===== src/rtl/i2cms_pkg.sv =====
// shared types, codes and helper functions for the i2c master line sequencer
// no dependencies; imported by the step decoder, core, result register and top level
package i2cms_pkg;

    // item kind codes; the idle command shares the tick code
    typedef enum logic [2:0] {
        KIND_TICK  = 3'd0,
        KIND_START = 3'd1,
        KIND_STOP  = 3'd2,
        KIND_WRITE = 3'd3,
        KIND_READ  = 3'd4,
        KIND_SACK  = 3'd5,
        KIND_RACK  = 3'd6,
        KIND_NOP   = 3'd7
    } t_kind;

    localparam t_kind CMD_IDLE = KIND_TICK;

    // what one line step does
    typedef enum logic [2:0] {
        OP_NONE,
        OP_SCL,
        OP_SDA,
        OP_SAMPLE_BIT,
        OP_SAMPLE_ACK
    } t_op;

    typedef struct packed {
        t_op        op;
        logic       level;
        logic [2:0] bit_sel;
    } t_step;

    typedef struct packed {
        t_kind      kind;
        logic [7:0] data_byte;
        logic       ack_value;
        logic       sda_level;
    } t_item;

    typedef struct packed {
        logic       scl_level;
        logic       sda_drive;
        logic       busy_res;
        logic       done_res;
        logic [7:0] read_byte;
        logic       ack_seen;
        logic       dropped;
    } t_result;

    localparam logic [15:0] STEP_TICKS_RESET = 16'd10;

    // number of line steps in each command
    function automatic logic [4:0] seq_len(input t_kind cmd);
        logic [4:0] len;
        case (cmd)
            KIND_START: len = 5'd4;
            KIND_STOP:  len = 5'd3;
            KIND_WRITE: len = 5'd24;
            KIND_READ:  len = 5'd25;
            KIND_SACK:  len = 5'd3;
            KIND_RACK:  len = 5'd4;
            default:    len = 5'd0;
        endcase
        return len;
    endfunction

endpackage


===== src/rtl/i2cms_step_decode.sv =====
// line step decoder: maps command and step number to one line action
// depends on i2cms_pkg
module i2cms_step_decode (
    input  i2cms_pkg::t_kind i_cmd,
    input  logic [4:0]       i_idx,
    input  logic [7:0]       i_tx,
    output i2cms_pkg::t_step o_step
);
    import i2cms_pkg::*;

    logic [4:0] rel_idx;
    logic [8:0] prod;
    logic [3:0] bit_num;
    logic [4:0] phase_full;
    logic [1:0] phase;
    logic [2:0] msb_sel;

    // bit number and phase within a three-step bit slot; read is offset by one
    always_comb begin
        rel_idx    = (i_cmd == KIND_READ) ? (i_idx - 5'd1) : i_idx;
        // divide by three as multiply by 11/32, exact for 0..31
        prod       = {4'd0, rel_idx} * 9'd11;
        bit_num    = prod[8:5];
        phase_full = rel_idx - ({1'b0, bit_num} + {bit_num, 1'b0});
        phase      = phase_full[1:0];
        msb_sel    = 3'd7 - bit_num[2:0];
    end

    // step table per command
    always_comb begin
        o_step = '{op: OP_NONE, level: 1'b0, bit_sel: msb_sel};
        case (i_cmd)
            KIND_START: begin
                case (i_idx)
                    5'd0:    o_step.op = OP_SDA;
                    5'd1:    o_step.op = OP_SCL;
                    5'd2:    o_step.op = OP_SDA;
                    default: o_step.op = OP_SCL;
                endcase
                o_step.level = (i_idx == 5'd0) || (i_idx == 5'd1);
            end
            KIND_STOP: begin
                o_step.op    = (i_idx == 5'd1) ? OP_SCL : OP_SDA;
                o_step.level = (i_idx != 5'd0);
            end
            KIND_WRITE: begin
                case (phase)
                    2'd0: begin
                        o_step.op    = OP_SDA;
                        o_step.level = i_tx[msb_sel];
                    end
                    2'd1: begin
                        o_step.op    = OP_SCL;
                        o_step.level = 1'b1;
                    end
                    default: begin
                        o_step.op    = OP_SCL;
                        o_step.level = 1'b0;
                    end
                endcase
            end
            KIND_READ: begin
                if (i_idx == 5'd0) begin
                    o_step.op    = OP_SDA;
                    o_step.level = 1'b1;
                end else begin
                    case (phase)
                        2'd0: begin
                            o_step.op    = OP_SCL;
                            o_step.level = 1'b1;
                        end
                        2'd1:    o_step.op = OP_SAMPLE_BIT;
                        default: begin
                            o_step.op    = OP_SCL;
                            o_step.level = 1'b0;
                        end
                    endcase
                end
            end
            KIND_SACK: begin
                o_step.op    = (i_idx == 5'd0) ? OP_SDA : OP_SCL;
                o_step.level = (i_idx == 5'd0) ? i_tx[0] : (i_idx == 5'd1);
            end
            KIND_RACK: begin
                case (i_idx)
                    5'd0: begin
                        o_step.op    = OP_SDA;
                        o_step.level = 1'b1;
                    end
                    5'd1: begin
                        o_step.op    = OP_SCL;
                        o_step.level = 1'b1;
                    end
                    5'd2:    o_step.op = OP_SAMPLE_ACK;
                    default: begin
                        o_step.op    = OP_SCL;
                        o_step.level = 1'b0;
                    end
                endcase
            end
            default: o_step.op = OP_NONE;
        endcase
    end

endmodule


===== src/rtl/i2cms_core.sv =====
// sequencer state and per-transaction update of lines, counters and bytes
// depends on i2cms_pkg and i2cms_step_decode
module i2cms_core (
    input  logic               i_clk,
    input  logic               i_rst_n,
    input  logic               i_fire,
    input  i2cms_pkg::t_item   i_item,
    input  logic [15:0]        i_step_ticks,
    output i2cms_pkg::t_result o_result
);
    import i2cms_pkg::*;

    t_kind       r_cmd, n_cmd;
    logic [4:0]  r_idx, n_idx;
    logic [15:0] r_hold, n_hold;
    logic [7:0]  r_shift, n_shift;
    logic        r_scl, n_scl;
    logic        r_sda, n_sda;
    logic        r_ack, n_ack;
    logic [7:0]  r_tx, n_tx;

    logic        play;
    t_kind       play_cmd;
    logic [4:0]  play_idx;
    logic [7:0]  shift_base;
    logic        done;
    logic        dropped;
    logic [15:0] hold_load;
    logic [4:0]  idx_inc;
    t_step       step;

    // control: which step, if any, this transaction plays
    always_comb begin
        n_cmd      = r_cmd;
        n_idx      = r_idx;
        n_hold     = r_hold;
        n_tx       = r_tx;
        shift_base = r_shift;
        play       = 1'b0;
        play_cmd   = r_cmd;
        play_idx   = r_idx;
        done       = 1'b0;
        dropped    = 1'b0;
        hold_load  = (i_step_ticks == 16'd0) ? 16'd1 : i_step_ticks;
        idx_inc    = r_idx + 5'd1;
        if (i_item.kind == KIND_TICK) begin
            if (r_cmd != CMD_IDLE) begin
                if (r_hold > 16'd1) begin
                    n_hold = r_hold - 16'd1;
                end else if (idx_inc >= seq_len(r_cmd)) begin
                    n_cmd  = CMD_IDLE;
                    n_idx  = 5'd0;
                    n_hold = 16'd0;
                    done   = 1'b1;
                end else begin
                    play     = 1'b1;
                    play_idx = idx_inc;
                    n_idx    = idx_inc;
                    n_hold   = hold_load;
                end
            end
        end else if (i_item.kind != KIND_NOP) begin
            if (r_cmd != CMD_IDLE) begin
                dropped = 1'b1;
            end else begin
                n_cmd    = i_item.kind;
                n_idx    = 5'd0;
                n_hold   = hold_load;
                play     = 1'b1;
                play_cmd = i_item.kind;
                play_idx = 5'd0;
                if (i_item.kind == KIND_WRITE) begin
                    n_tx = i_item.data_byte;
                end else if (i_item.kind == KIND_SACK) begin
                    n_tx = {7'd0, i_item.ack_value};
                end else if (i_item.kind == KIND_READ) begin
                    shift_base = 8'd0;
                end
            end
        end
    end

    i2cms_step_decode u_decode (
        .i_cmd  (play_cmd),
        .i_idx  (play_idx),
        .i_tx   (n_tx),
        .o_step (step)
    );

    // apply the decoded line step
    always_comb begin
        n_scl   = r_scl;
        n_sda   = r_sda;
        n_ack   = r_ack;
        n_shift = shift_base;
        if (play) begin
            case (step.op)
                OP_SCL:        n_scl = step.level;
                OP_SDA:        n_sda = step.level;
                OP_SAMPLE_BIT: n_shift[step.bit_sel] = shift_base[step.bit_sel]
                                                       | i_item.sda_level;
                OP_SAMPLE_ACK: n_ack = i_item.sda_level;
                default:       n_ack = r_ack;
            endcase
        end
    end

    // state registers
    always_ff @(posedge i_clk) begin
        if (!i_rst_n) begin
            r_cmd   <= CMD_IDLE;
            r_idx   <= 5'd0;
            r_hold  <= 16'd0;
            r_shift <= 8'd0;
            r_scl   <= 1'b1;
            r_sda   <= 1'b1;
            r_ack   <= 1'b0;
            r_tx    <= 8'd0;
        end else if (i_fire) begin
            r_cmd   <= n_cmd;
            r_idx   <= n_idx;
            r_hold  <= n_hold;
            r_shift <= n_shift;
            r_scl   <= n_scl;
            r_sda   <= n_sda;
            r_ack   <= n_ack;
            r_tx    <= n_tx;
        end
    end

    // result of this transaction, from the updated state
    assign o_result = '{
        scl_level: n_scl,
        sda_drive: n_sda,
        busy_res:  (n_cmd != CMD_IDLE),
        done_res:  done,
        read_byte: n_shift,
        ack_seen:  n_ack,
        dropped:   dropped
    };

endmodule


===== src/rtl/i2cms_out_reg.sv =====
// result register with valid and stall towards the receiver
// depends on i2cms_pkg
module i2cms_out_reg (
    input  logic               i_clk,
    input  logic               i_rst_n,
    input  logic               i_push,
    input  i2cms_pkg::t_result i_result,
    input  logic               i_stall,
    output logic               o_ready,
    output logic               o_valid,
    output i2cms_pkg::t_result o_result
);
    import i2cms_pkg::*;

    logic    r_valid;
    t_result r_result;

    // free when empty or when the held result leaves this cycle
    assign o_ready = !r_valid || !i_stall;

    always_ff @(posedge i_clk) begin
        if (!i_rst_n) begin
            r_valid <= 1'b0;
        end else if (o_ready) begin
            r_valid <= i_push;
        end
    end

    always_ff @(posedge i_clk) begin
        if (o_ready && i_push) begin
            r_result <= i_result;
        end
    end

    assign o_valid  = r_valid;
    assign o_result = r_result;

endmodule


===== src/rtl/i2c_master_line_sequencer.sv =====
// I2C master line sequencer, top level: input register, sequencer core, result register
// depends on i2cms_pkg, i2cms_core, i2cms_out_reg
//
// Usage:
//   Input channel (i_in_valid / o_in_stall) carries one item per transaction:
//   a tick (i_kind zero) or a command with its byte, ack bit and the sampled
//   SDA level. Output channel (o_out_valid / i_out_stall) returns exactly one
//   result per item: SCL level, SDA drive, busy, done, read byte, ack, dropped.
//   i_cfg_we with i_cfg_data writes step_ticks; write only while idle.
//   An accepted item waits in the input register until the result register is free.
//   Throughput is one item per cycle while the receiver does not stall: the input
//   register feeds the core, and the core updates its state and loads the result
//   register in the same cycle.
//   When the receiver stalls, the result register holds; one more item is taken
//   into the input register, then o_in_stall rises until the result leaves.
//   Synchronous active-low reset empties both registers, releases SCL and SDA,
//   returns the sequencer to idle and sets step_ticks to 10.
module i2c_master_line_sequencer (
    input  logic        i_clk,
    input  logic        i_rst_n,
    input  logic        i_in_valid,
    output logic        o_in_stall,
    input  logic [2:0]  i_kind,
    input  logic [7:0]  i_data_byte,
    input  logic        i_ack_value,
    input  logic        i_sda_level,
    output logic        o_out_valid,
    input  logic        i_out_stall,
    output logic        o_scl_level,
    output logic        o_sda_drive,
    output logic        o_busy_res,
    output logic        o_done_res,
    output logic [7:0]  o_read_byte,
    output logic        o_ack_seen,
    output logic        o_dropped,
    input  logic        i_cfg_we,
    input  logic [15:0] i_cfg_data
);
    import i2cms_pkg::*;

    logic        r_in_valid;
    t_item       r_in_item;
    logic [15:0] r_step_ticks;
    logic        out_ready;
    logic        fire;
    logic        in_accept;
    t_result     core_result;
    t_result     out_result;

    // handshake between input register and result register
    assign fire       = r_in_valid && out_ready;
    assign o_in_stall = r_in_valid && !out_ready;
    assign in_accept  = i_in_valid && !o_in_stall;

    // input register
    always_ff @(posedge i_clk) begin
        if (!i_rst_n) begin
            r_in_valid <= 1'b0;
        end else if (in_accept) begin
            r_in_valid <= 1'b1;
        end else if (fire) begin
            r_in_valid <= 1'b0;
        end
    end

    always_ff @(posedge i_clk) begin
        if (in_accept) begin
            r_in_item <= '{kind: t_kind'(i_kind), data_byte: i_data_byte,
                           ack_value: i_ack_value, sda_level: i_sda_level};
        end
    end

    // step_ticks configuration register
    always_ff @(posedge i_clk) begin
        if (!i_rst_n) begin
            r_step_ticks <= STEP_TICKS_RESET;
        end else if (i_cfg_we) begin
            r_step_ticks <= i_cfg_data;
        end
    end

    i2cms_core u_core (
        .i_clk        (i_clk),
        .i_rst_n      (i_rst_n),
        .i_fire       (fire),
        .i_item       (r_in_item),
        .i_step_ticks (r_step_ticks),
        .o_result     (core_result)
    );

    i2cms_out_reg u_out (
        .i_clk    (i_clk),
        .i_rst_n  (i_rst_n),
        .i_push   (fire),
        .i_result (core_result),
        .i_stall  (i_out_stall),
        .o_ready  (out_ready),
        .o_valid  (o_out_valid),
        .o_result (out_result)
    );

    assign o_scl_level = out_result.scl_level;
    assign o_sda_drive = out_result.sda_drive;
    assign o_busy_res  = out_result.busy_res;
    assign o_done_res  = out_result.done_res;
    assign o_read_byte = out_result.read_byte;
    assign o_ack_seen  = out_result.ack_seen;
    assign o_dropped   = out_result.dropped;

endmodule


===== config.mk =====
export PLATFORM = sky130hd
export DESIGN_NAME = i2c_master_line_sequencer
export DESIGN_NICKNAME = d
export VERILOG_FILES = /design/src/rtl/i2cms_pkg.sv /design/src/rtl/i2cms_step_decode.sv /design/src/rtl/i2cms_core.sv /design/src/rtl/i2cms_out_reg.sv /design/src/rtl/i2c_master_line_sequencer.sv
export SDC_FILE = /design/constraint.sdc
export NUM_CORES = 1
export LEC_CHECK = 0
export BUFFER_PORTS_ARGS = -buffer_cell sky130_fd_sc_hd__buf_2
export CORE_MARGIN = 5
export CORE_UTILIZATION = 63
export CTS_BUF_LIST = sky130_fd_sc_hd__clkbuf_2 sky130_fd_sc_hd__clkbuf_4 sky130_fd_sc_hd__clkbuf_8
export DETAILED_ROUTE_END_ITERATION = 7
export GPL_TIMING_DRIVEN = 0
export PLACE_DENSITY = 0.81
export SLEW_MARGIN = 20
export SYNTH_ARGS = -nofsm -noshare
export SYNTH_HDL_FRONTEND = slang
export SYNTH_HIERARCHICAL = 1
export SYNTH_SLANG_ARGS = --single-unit

===== constraint.sdc =====
create_clock -name i_clk -period 7.9 [get_ports i_clk]
set_input_delay 0.79 -clock i_clk [delete_from_list [all_inputs] [get_ports i_clk]]
set_output_delay 0.79 -clock i_clk [all_outputs]
set_load 0.02 [all_outputs]

# Word-level counts from Yosys, hierarchy flattened
# Index checks and enable logic that the tools add are counted.
# op_classes
multipliers,1
bitwise,4
eq_ne,26
muxes,77
add_sub_neg,6
n_reduce_logical,28
magnitude_cmp,4
# op_table
op,n
$mux W16,7
$mux W8,13
$mux W5,14
$eq A3 B3 Y1 const B,9
$mux W1,22
$eq A3 B2 Y1 const B,7
$mux W3,7
$pmux W5 S4,1
$pmux W3 S6,1
$gt A16 B1 Y1 const B,1
$logic_not A16 Y1,1
$sub A16 B1 Y16 const B,1
$pmux W3 S2,2
$reduce_or A2 Y1,5
$eq A3 B1 Y1 const B,3
$bwmux W8,1
$mul A5 B4 Y8 const B,1
$mux W2,4
$bmux W1 S3,2
$pmux W1 S6,1
$reduce_bool A3 Y1,2
$add A5 B1 Y5 const B,1
$eq A5 B1 Y1 const B,1
$eq A5 B2 Y1 const B,1
other kinds (26),38
# word_totals
in_bits,34
out_inout_bits,16
elab_cells,168
regBits,88

# Longest topological paths before layout
# Gate-level depths: netlist (run 1).
# depth
depth_word,23
mapped_depth,34
ltp_nobuf,34

# Hierarchy
# Netlist (run 1), hierarchy kept.
# modules_own_cells
module,instances,cells_each,area_each_um2,seq_area_each_um2
i2cms_core,1,455,3664.8,860.8
i2c_master_line_sequencer,1,69,1048.5,730.7
i2cms_step_decode,1,119,980.9,0.0
i2cms_out_reg,1,19,461.7,440.4

# Least setup slack after synthesis (run 1)
# OpenSTA, ideal clock, no wires.
# synth_path
kind,reg-to-reg
from,register u_core.r_cmd[0]
to,"register u_out.r_result, in the netlist u_out/o_result[4] (data pin)"
setup_ns,0.268
synth_period_minus_slack_ns,7.195
slack_ns,0.705
t_required_ns,7.632
path_stages_with_launch,33
arrival_time_ns,6.928
n_path_buf,0
path_cell_list,dfxtp_1 > inv_1 > ha_1 > mux2i_1 > nor2b_1 > or2_2 > nand2_1 > ha_1 > nand2b_1 > a21o_1 > a21oi_1 > ha_1 > or3_1 > o21ai_1 > inv_1 > ha_1 > a21o_2 > inv_1 > ha_1 > inv_1 > fa_1 > inv_1 > ha_1 > and2b_2 > o21a_1 > o31a_2 > o41ai_2 > nand2_1 > nand3_1 > nand3b_1 > nor4_1 > nand4_1 > mux2i_1
# synth_lines
element,line,source
"start, declared",i2cms_core.sv:13,"t_kind r_cmd, n_cmd;"
"start signal, assigned",i2cms_core.sv:120,r_cmd <= n_cmd;
"end signal, assigned",i2cms_out_reg.sv:31,r_result <= i_result;
"end, declared",i2cms_out_reg.sv:16,t_result r_result;

==> reports/summary.txt, run 1 <==
syn nets -> 725
worst r2r path cells -> 33
setup violators final -> 0
length of the first detailed-routing pass in iterations -> 5
Final ANT Viol Nets -> 0
Hold Vio Cnt, Final -> 0
fin crit period -> 7.50 ns
sequential share of the synthesized area -> 0.330
Yosys reg bits -> 88
Worst Max-Slew Pin Slew -> 0.797 ns
leak pwr -> 0.00275 µW
Worst Setup Slack, final -> 0.396 ns
area grow syn2layout -> 11.8%
placed wire-length estimate -> 11800 µm
Mapped Cells -> 662
Slew HR -> 0.460
clock latency on the worst-skew pair -> 0.37 ns
Wirelength per Cell -> 18.2 µm
hold_ws -> 0.487 ns
Die Y-Extent -> 109 µm
mean post-synth cell area -> 9.30 µm²
final WL -> 15700 µm
cell mode on critical path -> ha_1
pre-CTS setup slack -> -0.610 ns
initial drt markers -> 618
Max Clock Freq -> 0.133 GHz
most common cell after layout, fill and taps aside -> dfxtp_1
vias -> 5566
leading cell types in the layout, fill and taps excluded -> 59 x dfxtp_1, 55 x buf_2, 48 x nand2_1
CP Max Fanout -> 7
clock sinks -> 88
total track usage -> 0.273
Top-Level Pins -> 50
overall power -> 1230 µW
Max-Cap Viols -> 0
largest net degree at the start of global routing -> 16
min-delay src -> u_core/r_shift[3]
ys async rst share -> 0
Critical Path Slowest Stage Cell -> fa_1
Worst EP required -> 8.00 ns
share of layout cells above drive strength 1 -> 0.215
CP Launch Type -> register
vias in the first global route -> 5491
total die area -> 11800 µm²
H-tree levels -> 3
R2R Setup Slk -> 0.40 ns
hold buffer count at cts -> 0
power per cell area -> 179 nW/µm²
fin nets -> 789
r2r startpoint -> u_core/r_cmd[0]
Die X-Extent -> 109 µm
final cell count without fillers -> 864
CP Capture Type -> register
most used flip-flop cell after synthesis -> dfxtp_1
R2R Path End -> u_out/o_result[3]
DRC -> 0
routability congestion estimate -> 0.906
Num CTS Buffers -> 9
run status -> completed
CTS clk-pin slew, worst paths -> 0.09 ns
initial antenna violation count -> 0
DR vias/cell -> 6.44
Mapped Area -> 6160 µm²
Port Buffers -> 48
Min-Delay Endpoint -> u_core/r_shift[3]
Core Area -> 9640 µm²
WHS Path Cells -> 2
CP max stage delay -> 0.49 ns
first-pass GRT wire length -> 25600 µm
Fin Setup TNS -> 0 ns
floorplan row count -> 36
VDD IR max -> 134 µV
Yosys cell types -> 96
Yosys warning count -> 6
Post-synth EDFFs -> 27
clock buffer depth -> 2
CTS Root Cell -> clkbuf_8
Slew Viols, Final -> 0
Worst EP arrival -> 7.61 ns
Placed Cells -> 843
Clock Skew -> 0.0141 ns
Worst Hold Class -> reg2reg
Starting Density -> 0.639
final period utilization -> 0.950
GRT overflow -> 0
CP Class -> reg2reg
CTS tree -> yes
Ant. Diodes -> 0
layout make-up:
cell class | count | area, µm²
Inverter | 30 | 116
Buffer | 42 | 297
Tap cell | 133 | 166
Fill cell | 764 | 2760
Multi-Input combinational cell | 501 | 3780
Timing Repair Buffer | 54 | 285
Clock buffer | 10 | 131
Sequential cell | 88 | 2030
Clock inverter | 6 | 67.6
where the power goes:
| part | internal [µW] | switching (µW) |
|---|---|---|
| sequential | 486 | 15.3 |
| clock | 151 | 170 |
| combinational | 166 | 246 |
| total | 802 | 432 |
cells by family after synthesis:
logic type	Yosys count	share of synthesized area
muxes	54	0.0972
DFF	88	0.330
buffers and inverters	73	0.0671
and+or+nand+nor	253	0.242
adders and majority gates	29	0.0602
xor gates and xnor gates	10	0.0189
AOI/OAI and AO/OA	155	0.185
worst max-delay path, delay by kind of cell, from the launching register on:
kind | cells | cell delay (ns)
AND/OR/NAND/NOR | 11 | 2.25
adder cells (fa/ha/maj) | 7 | 2.15
AO/OA/AOI/OAI | 7 | 1.62
buffers and inverters | 6 | 0.60
flip-flops | 1 | 0.36
multiplexers | 2 | 0.26
flip-flops by register name, summed over array words and instances (netlist names), 3 cells and up:
| name | cells |
|---|---|
| u_core/r_cmd | 3 |
| u_core/r_hold | 16 |
| u_core/r_shift | 8 |
| u_out/o_result | 14 |
| r_in_item | 13 |
| u_core/r_idx | 5 |
| r_step_ticks | 16 |
| u_core/r_tx | 8 |
what timing repair did:
item	4_1_cts	5_1_grt
setup buffers	4	2
resized for setup	9	10
endpoints found under the setup margin	19	21
hold endpoints to repair	0	0
cloned	0	0
pin swaps	2	1
per-stage QoR:
stage	util	area (µm²)
CTS	0.709	6840
global placement	0.681	6560
finish	0.714	6880
floorplan	-	6160
detailed placement	0.681	6570
global route	0.714	6880
cells in the mapped netlist (all sizes together), types with 13 or more instances:
library cell  instances  share of area
dfxtp                61           0.20
nand2                48          0.029
mux2i                41          0.067
a21oi                32          0.027
nand4                31          0.032
nor2                 31          0.020
inv                  30          0.018
ha                   28          0.057
nand3                28          0.024
edfxtp               27           0.13
buf                  25          0.035
o21ai                23          0.019
nor2b                22          0.022
clkbuf               17          0.012
nor3                 16          0.014
nor4                 13          0.022
layer usage:
metal / global-route usage / vias up / part of all wire
li1: - / 2638 / -
met1: 0.329 / 2679 / 0.41
met4: 0.127 / 0 / 0.031
met5: 0 / - / 0
met2: 0.481 / 207 / 0.50
met3: 0.0397 / 42 / 0.060
worst max-delay path by stage:
stage,startpoint,end,slack [ns],cells after the start
2_1_floorplan,u_core/r_cmd[0],u_out/o_result[4],0.70,32
6_report,u_core/r_cmd[0],u_out/o_result[3],0.40,33
5_1_grt,u_core/r_cmd[0],u_out/o_result[3],-0.03,33
3_3_place_gp,u_core/r_cmd[0],u_out/o_result[8],-0.31,31
3_5_place_dp,u_core/r_cmd[0],u_out/o_result[8],-0.61,31
4_1_cts,u_core/r_cmd[0],u_out/o_result[3],0.09,33
(Power assumes the default switching activity.)
==> run 2, diff against run 1 <==
- CORE_UTILIZATION: 63 -> 66
- PLACE_DENSITY: 0.81 -> 0.85
- clock period: 7.9 -> 9.11 ns (I/O delays scaled with it)
==> reports/summary.txt, run 2 (synthesis results as in run 1) <==
Worst EP arrival -> 8.59 ns
Die X-Extent -> 107 µm
clock latency on the worst-skew pair -> 0.37 ns
Worst EP required -> 9.22 ns
fin crit period -> 8.48 ns
Core Area -> 9150 µm²
leading cell types in the layout, fill and taps excluded -> 61 x dfxtp_1, 55 x buf_2, 48 x nand2_1
DRC -> 0
most common cell after layout, fill and taps aside -> dfxtp_1
length of the first detailed-routing pass in iterations -> 5
vias in the first global route -> 5670
total track usage -> 0.285
CP Launch Type -> register
cell mode on critical path -> ha_1
Max Used Layer -> met4
GRT overflow -> 0
routability congestion estimate -> 0.902
vias -> 5615
DR vias/cell -> 6.71
Wirelength per Cell -> 18.8 µm
CP Capture Type -> register
clock sinks -> 88
CTS tree -> yes
run status -> completed
area grow syn2layout -> 9.57%
first-pass GRT wire length -> 26400 µm
final period utilization -> 0.930
Max Clock Freq -> 0.118 GHz
CP Max Fanout -> 8
share of layout cells above drive strength 1 -> 0.191
Port Buffers -> 48
VDD IR max -> 124 µV
Worst Max-Slew Pin Slew -> 1.08 ns
Slew Viols, Final -> 0
CTS Root Cell -> clkbuf_8
Post-CTS Setup Inserts -> 0
Fin Setup TNS -> 0 ns
floorplan row count -> 35
clock buffer depth -> 2
final core occ -> 0.737
power per cell area -> 158 nW/µm²
Starting Density -> 0.673
Top-Level Pins -> 50
Die Y-Extent -> 107 µm
Num CTS Buffers -> 9
DR WL met3 -> 1010 µm
leak pwr -> 0.00273 µW
met2 WL post-DR -> 7840 µm
setup violators final -> 0
final WL -> 15800 µm
fin nets -> 784
total die area -> 11400 µm²
initial drt markers -> 429
largest net degree at the start of global routing -> 16
M1 WL -> 6450 µm
Ant. Diodes -> 0
Clock Skew -> 0.0136 ns
Critical Path Slowest Stage Cell -> o311ai_0
initial antenna violation count -> 0
Max-Cap Viols -> 0
Final ANT Viol Nets -> 0
Hold Vio Cnt, Final -> 0
CP max stage delay -> 0.96 ns
RSZ-0062 raised after global routing -> no
CTS clk-pin slew, worst paths -> 0.09 ns
Worst Hold Class -> reg2reg
H-tree levels -> 3
CP Class -> reg2reg
Slew HR -> 0.268
placed wire-length estimate -> 11800 µm
==> run 2: cell count changes in the layout (fill, tap and decap cells not counted), sizes merged <==
cell	before	now
clkinv	1	2
clkinvlp	4	0
buf	79	73
inv	30	33
clkbuf	26	27
==> run 2: worst paths after layout <==
| path | from | end | slack, ns | cells past startpoint |
|---|---|---|---|---|
| worst max-delay path | u_core/r_cmd[0] | u_out/o_result[3] | 0.63 | 31 |
| worst min-delay path | u_core/r_shift[3] | u_core/r_shift[3] | 0.49 | 2 |
| worst max register to register | u_core/r_cmd[0] | u_out/o_result[3] | 0.63 | 31 |
| worst min register to register | u_core/r_shift[3] | u_core/r_shift[3] | 0.49 | 2 |
==> run 2: per-layer routing <==
layer | GRT usage | vias to the layer above
li1 | - | 2637
met5 | 0 | -
met4 | 0.127 | 0
met3 | 0.0452 | 49
met1 | 0.349 | 2677
met2 | 0.493 | 252
==> run 2: per-stage QoR <==
stage,instance area (µm²),std cells,hold WS [ns],worst slack (ns),total power (µW)
5_1_grt,6750,837,0.503,0.160,1120
6_report,6750,837,0.486,0.634,1060
3_3_place_gp,6540,821,0.465,0.913,768
3_5_place_dp,6540,821,0.471,0.737,782
2_1_floorplan,6160,662,0.441,1.91,702
4_1_cts,6740,837,0.486,0.660,1060
==> run 2: repair_timing <==
item                       in CTS  in global routing
gates resized for setup         0                  1
hold buffers                    0                  0
setup endpoints to repair       0                  4
==> run 2: cell type report <==
| type | instances | area [µm²] |
|---|---|---|
| well taps | 111 | 139 |
| plain buffers | 43 | 300 |
| flip-flops and latches | 88 | 2030 |
| fillers | 687 | 2410 |
| clock buffers | 10 | 138 |
| repair buffers | 48 | 240 |
| inverters | 30 | 113 |
| clock inverters | 6 | 63.8 |
| multi-input cells | 501 | 3720 |
==> run 2: power by group <==
| group | total (µW) | internal, µW | switching [µW] |
|---|---|---|---|
| Clock | 280 | 135 | 145 |
| Sequential | 434 | 421 | 13.3 |
| Combinational | 349 | 140 | 209 |
==> run 2: worst max-delay path: cells and delay by family (launching register included) <==
family / cells / cell delay [ns]
and+or+nand+nor: 11 / 2.53
muxes: 2 / 0.47
adders and majority gates: 7 / 2.14
buffers and inverters: 5 / 0.57
DFF: 1 / 0.45
AOI/OAI and AO/OA: 6 / 2.04
